===== src/hw/rtl/hptc_pkg.sv =====
// Shared types, register indexes and 32-bit wrap-around arithmetic helpers.
package hptc_pkg;

	// configuration register indexes
	localparam logic [2:0] REG_CAL_TEMP    = 3'd0;
	localparam logic [2:0] REG_CAL_PRESS_A = 3'd1;
	localparam logic [2:0] REG_CAL_PRESS_B = 3'd2;
	localparam logic [2:0] REG_CAL_PRESS_C = 3'd3;
	localparam logic [2:0] REG_CAL_HUMID   = 3'd4;

	localparam int DIV_BITS = 32;

	// word that rides along with a pressure division
	typedef struct packed {
		logic [26:0] temp;
		logic [16:0] hum;
		logic        bad;
		logic        big;
	} side_t;

	// low 32 bits of a product, same for signed and unsigned operands
	function automatic logic [31:0] mul32(input logic [31:0] a, input logic [31:0] b);
		logic [63:0] p;
		p = 64'(a) * 64'(b);
		return p[31:0];
	endfunction

	// arithmetic right shift of a 32-bit word
	function automatic logic [31:0] asr(input logic [31:0] x, input int unsigned n);
		return 32'($signed(x) >>> n);
	endfunction

	function automatic logic [31:0] sx16(input logic [15:0] v);
		return {{16{v[15]}}, v};
	endfunction

	function automatic logic [31:0] sx12(input logic [11:0] v);
		return {{20{v[11]}}, v};
	endfunction

	function automatic logic [31:0] sx8(input logic [7:0] v);
		return {{24{v[7]}}, v};
	endfunction

endpackage


===== src/hw/rtl/hptc_back.sv =====
// Three-stage pressure correction after the divide; holds the output word.
module hptc_back (
	input  logic             clk,
	input  logic             arst_n,
	input  logic             en,
	input  logic             in_v,
	input  logic [31:0]      quo,
	input  hptc_pkg::side_t  side,
	input  logic [47:0]      cal_press_c,
	output logic             out_v,
	output logic [26:0]      temp,
	output logic [31:0]      pres,
	output logic             bad,
	output logic [16:0]      hum
);

	logic [31:0] p7, p8, p9;
	assign p7 = hptc_pkg::sx16(cal_press_c[15:0]);
	assign p8 = hptc_pkg::sx16(cal_press_c[31:16]);
	assign p9 = hptc_pkg::sx16(cal_press_c[47:32]);

	logic [31:0] pq;
	assign pq = side.big ? {quo[30:0], 1'b0} : quo;

	logic [2:0]      v_s;
	logic [31:0]     pr_s1, sq_s1, m8_s1, pr_s2, m9_s2, bb_s2, pr_s3;
	hptc_pkg::side_t sd_s1, sd_s2, sd_s3;

	always_ff @(posedge clk or negedge arst_n) begin
		if (!arst_n) begin
			v_s <= '0;
		end else if (en) begin
			v_s <= {v_s[1:0], in_v};
		end
	end

	always_ff @(posedge clk) begin
		if (en) begin
			// s1: square and p8 product
			pr_s1 <= pq;
			sq_s1 <= hptc_pkg::mul32({3'd0, pq[31:3]}, {3'd0, pq[31:3]});
			m8_s1 <= hptc_pkg::mul32({2'd0, pq[31:2]}, p8);
			sd_s1 <= side;
			// s2: p9 product
			pr_s2 <= pr_s1;
			m9_s2 <= hptc_pkg::mul32(p9, {13'd0, sq_s1[31:13]});
			bb_s2 <= hptc_pkg::asr(m8_s1, 13);
			sd_s2 <= sd_s1;
			// s3: final sum, zero on bad divisor
			pr_s3 <= sd_s2.bad ? 32'd0
				: pr_s2 + hptc_pkg::asr(hptc_pkg::asr(m9_s2, 12) + bb_s2 + p7, 4);
			sd_s3 <= sd_s2;
		end
	end

	assign out_v = v_s[2];
	assign temp  = sd_s3.temp;
	assign pres  = pr_s3;
	assign bad   = sd_s3.bad;
	assign hum   = sd_s3.hum;

endmodule


===== config.mk =====
export PLATFORM = sky130hd
export DESIGN_NAME = hptc_back
export DESIGN_NICKNAME = d
export VERILOG_FILES = /design/src/hw/rtl/hptc_pkg.sv /design/src/hw/rtl/hptc_back.sv
export SDC_FILE = /design/constraint.sdc
export NUM_CORES = 2
export LEC_CHECK = 0
export ABC_AREA = 1
export BUFFER_PORTS_ARGS = -buffer_cell sky130_fd_sc_hd__buf_2
export CAP_MARGIN = 40
export CELL_PAD_IN_SITES_DETAIL_PLACEMENT = 0
export CELL_PAD_IN_SITES_GLOBAL_PLACEMENT = 1
export CORE_ASPECT_RATIO = 1.75
export CORE_MARGIN = 2
export CORE_UTILIZATION = 55
export CTS_CLUSTER_DIAMETER = 100
export CTS_CLUSTER_SIZE = 25
export DETAILED_ROUTE_END_ITERATION = 8
export GPL_TIMING_DRIVEN = 0
export PLACE_DENSITY = 0.95
export SKIP_CTS_REPAIR_TIMING = 1
export SLEW_MARGIN = 10
export SYNTH_ARGS = -nofsm -noshare
export SYNTH_HDL_FRONTEND = slang
export SYNTH_SLANG_ARGS = --single-unit
export TNS_END_PERCENT = 1

===== constraint.sdc =====
create_clock -name clk -period 12.2 [get_ports clk]
set_clock_uncertainty 0.2 [all_clocks]
set_input_delay 1.22 -clock clk [delete_from_list [all_inputs] [get_ports clk]]
set_output_delay 1.22 -clock clk [all_outputs]
set_load 0.01 [all_outputs]

==> key figures <==
Global route
  • Top Usage Layer GRT: met2
  • GRT Util Overall: 0.345
  • M1 GR Usage: 0.361
  • GR Util met3: 0.0553
  • Initial antenna violation count: 3
  • Congestion Overflow GR: 0
  • First-pass GRT wire length: 239 mm
  • Pin count of the biggest net entering global routing: 123
  • Global Route met2 Usage: 0.605
  • Vias in the first global route: 42200

CTS
  • CTS root buffer: clkbuf_16
  • Worst-path clk slew: approximately 0.11 ns
  • H-tree depth: 1
  • Clock Path Buffers: 3
  • Clock Latency Late Sink: 0.54 ns
  • CTS sink count: 311
  • TritonCTS clock tree: built
  • CTS Buf Count: 16

Worst setup path
  • CP arrival: 10.18 ns
  • CP Max Fanout: 10
  • Worst setup SP type: primary input
  • Worst path max stage delay: 0.74 ns
  • Slowest CP cell: clkbuf_1
  • Setup CP Type: in2reg
  • Cell mode on critical path: fa_1
  • Crit end category: register
  • Worst EP required: 12.22 ns
  • Delay-heaviest family, CP: adder cells
  • Buf/Inv on CP: 13

Timing
  • Peak Freq: 98.4 MHz
  • Max Slew Vio Count: 0
  • Final Cycle Share: 0.833
  • Period minus WS final: 10.16 ns
  • RSZ-0062 raised after global routing: no
  • Hold Fails Final Rpt: 0
  • Final setup fails: 0
  • Sum Neg Setup Slack: 0 ns
  • Slew headroom: 0.335
  • Worst-Margin Slew: 0.997 ns

Hold path
  • Worst Hold Class: reg2reg

Layout
  • Commonest non-fill, non-tap cells in the layout: inv_1 (1366), fa_1 (1040), nand2_1 (991), nor2_1 (539), ha_1 (355)
  • Nets: a little over 7000
  • Layout Cells excl Fill: roughly 7000
  • Filler cell count: slightly above 8000
  • Area grow syn2layout: 6.84%
  • Leading cell type in the layout, fill and taps excluded: inv_1
  • Layout cell share with drive strength beyond 1: 0.0546

Synth
  • Cell variety after synth: 48
  • Mapped Avg Cell Area: 9.22 sq um
  • Synthesized flop and latch total: ~310
  • Mapped Cells: between 5000 and 6000
  • Syn Std Cell Area: 50700 sq um
  • Syn nets: approximately 7000
  • Sequential cell area fraction in the yosys report: 0.184
  • Synth warnings: 0

Floorplanning
  • Die span in x: 233 microns
  • I/O Pins: around 210
  • Die Height: around 400 microns
  • Row count: between 100 and 150
  • Die area: 94600 sq um
  • Starting density of the core: 0.553
  • Core area: 91600 sq um

Place
  • HPWL Detailed: 132 mm
  • Buffers on Ports: 184
  • Routability cong.: 1.05
  • Placed cell count: 6911

Detailed routing
  • DR pass1 iterations: 6
  • Vias per std cell: 5.59
  • Drt drc: 0
  • Final wirelength: ~160 mm
  • Routed WL per cell: 22.7 microns
  • DRT antenna net count: 0
  • Via count: approximately 39000
  • 1st-iter DRT viols: 2703

Run status
  • Outcome: finished clean

Job
  • Max_cap viols: 0
[cells by family after synthesis]
| logic type | share of synthesized area |
|---|---|
| multiplexers | 0.000222 |
| buffers and inverters | 0.118 |
| adder cells (fa/ha/maj) | 0.499 |
| AO/OA/AOI/OAI | 0.0453 |
| AND/OR/NAND/NOR | 0.133 |
| XOR/XNOR | 0.0209 |
| flip-flops | 0.184 |
[synth_stat cells, drive strengths merged]
| library cell | number | area share |
|---|---|---|
| o21ai | 120 | 0.013 |
| o221ai | 5 | 0.00086 |
| o211ai | 6 | 0.00089 |
| and2 | 1 | 0.00012 |
| xnor2 | 42 | 0.0073 |
| a211oi | 1 | 0.00015 |
| nand2 | 1008 | 0.076 |
| xor2 | 79 | 0.014 |
| a21o | 19 | 0.0028 |
| edfxtp | 308 | 0.18 |
| a2111oi | 2 | 0.00035 |
| dfrtp | 3 | 0.0015 |
| nor4 | 8 | 0.00099 |
| buf | 46 | 0.0053 |
| a31o | 1 | 0.00017 |
| nor2 | 548 | 0.041 |
| a21boi | 11 | 0.0016 |
| a221oi | 6 | 0.0010 |
| o31ai | 2 | 0.00030 |
| o21a | 14 | 0.0021 |
| nor4b | 1 | 0.00017 |
| clkinv | 7 | 0.00052 |
| fa | 1040 | 0.41 |
| ha | 355 | 0.088 |
| clkbuf | 136 | 0.010 |
| mux2 | 1 | 0.00022 |
| a31oi | 15 | 0.0019 |
| o21bai | 15 | 0.0022 |
| a211o | 1 | 0.00017 |
| or2 | 4 | 0.00049 |
| inv | 1374 | 0.10 |
| nand4 | 25 | 0.0031 |
| a21oi | 181 | 0.018 |
| nor3 | 17 | 0.0017 |
| nand3b | 8 | 0.0012 |
| nand3 | 86 | 0.0085 |
[path summary, 6_finish.rpt]
kind / to / slack, ns / from / cells after the start
min: pr_s2[13]$_DFFE_PP_ / 0.22 / pr_s1[13]$_DFFE_PP_ / 0
max reg2reg: m9_s2[23]$_DFFE_PP_ / 5.10 / sq_s1[15]$_DFFE_PP_ / 21
max: sq_s1[31]$_DFFE_PP_ / 2.04 / side[0] / 32
max in group asynchronous: v_s[0]$_DFFE_PN0P_ / 11.43 / arst_n / 1
min reg2reg: pr_s2[13]$_DFFE_PP_ / 0.22 / pr_s1[13]$_DFFE_PP_ / 0
min in group asynchronous: v_s[2]$_DFFE_PN0P_ / 0.26 / arst_n / 1
[per-stage QoR]
step	area, sq um	hold WS [ns]	setup WS [ns]	utilization
floorplan	50700	0.200	3.88	-
global placement	53100	0.201	1.61	0.579
detailed placement	53600	0.205	1.83	0.585
CTS	54100	0.216	2.37	0.590
global route	54100	0.216	1.90	0.591
finish	54100	0.216	2.04	0.591
[metal layers]
metal / wire length [microns] / part of all wire
met5: 0 / 0
met1: 49600 / 0.31
met3: 11900 / 0.075
met4: 17000 / 0.11
met2: 79200 / 0.50
[final cells by class]
cell class                      instances  area [sq um]  share of cell area
Tap cell                             1192          1490              0.0276
Buffer                                182           781              0.0144
Antenna cell                            3          7.51            0.000139
Clock inverter                          2          32.5            0.000601
Sequential cell                       311          9320               0.172
Clock buffer                           23           427             0.00788
Inverter                             1381          5190              0.0959
Multi-Input combinational cell       3622         35400               0.653
Timing Repair Buffer                  226          1510              0.0279
[sequential cells by signal, summed over array words and instances (netlist names)]
name,cells
bad,1
pr_s2,32
sq_s1,19
sd_s1,45
sd_s2,45
pres,32
pr_s1,32
v_s,3
m8_s1,19
hum,17
m9_s2,20
bb_s2,19
temp,27
Power is left out: the tool's default activity adds up to more than one toggle a clock period on the data nets, which glitch-free logic cannot reach.
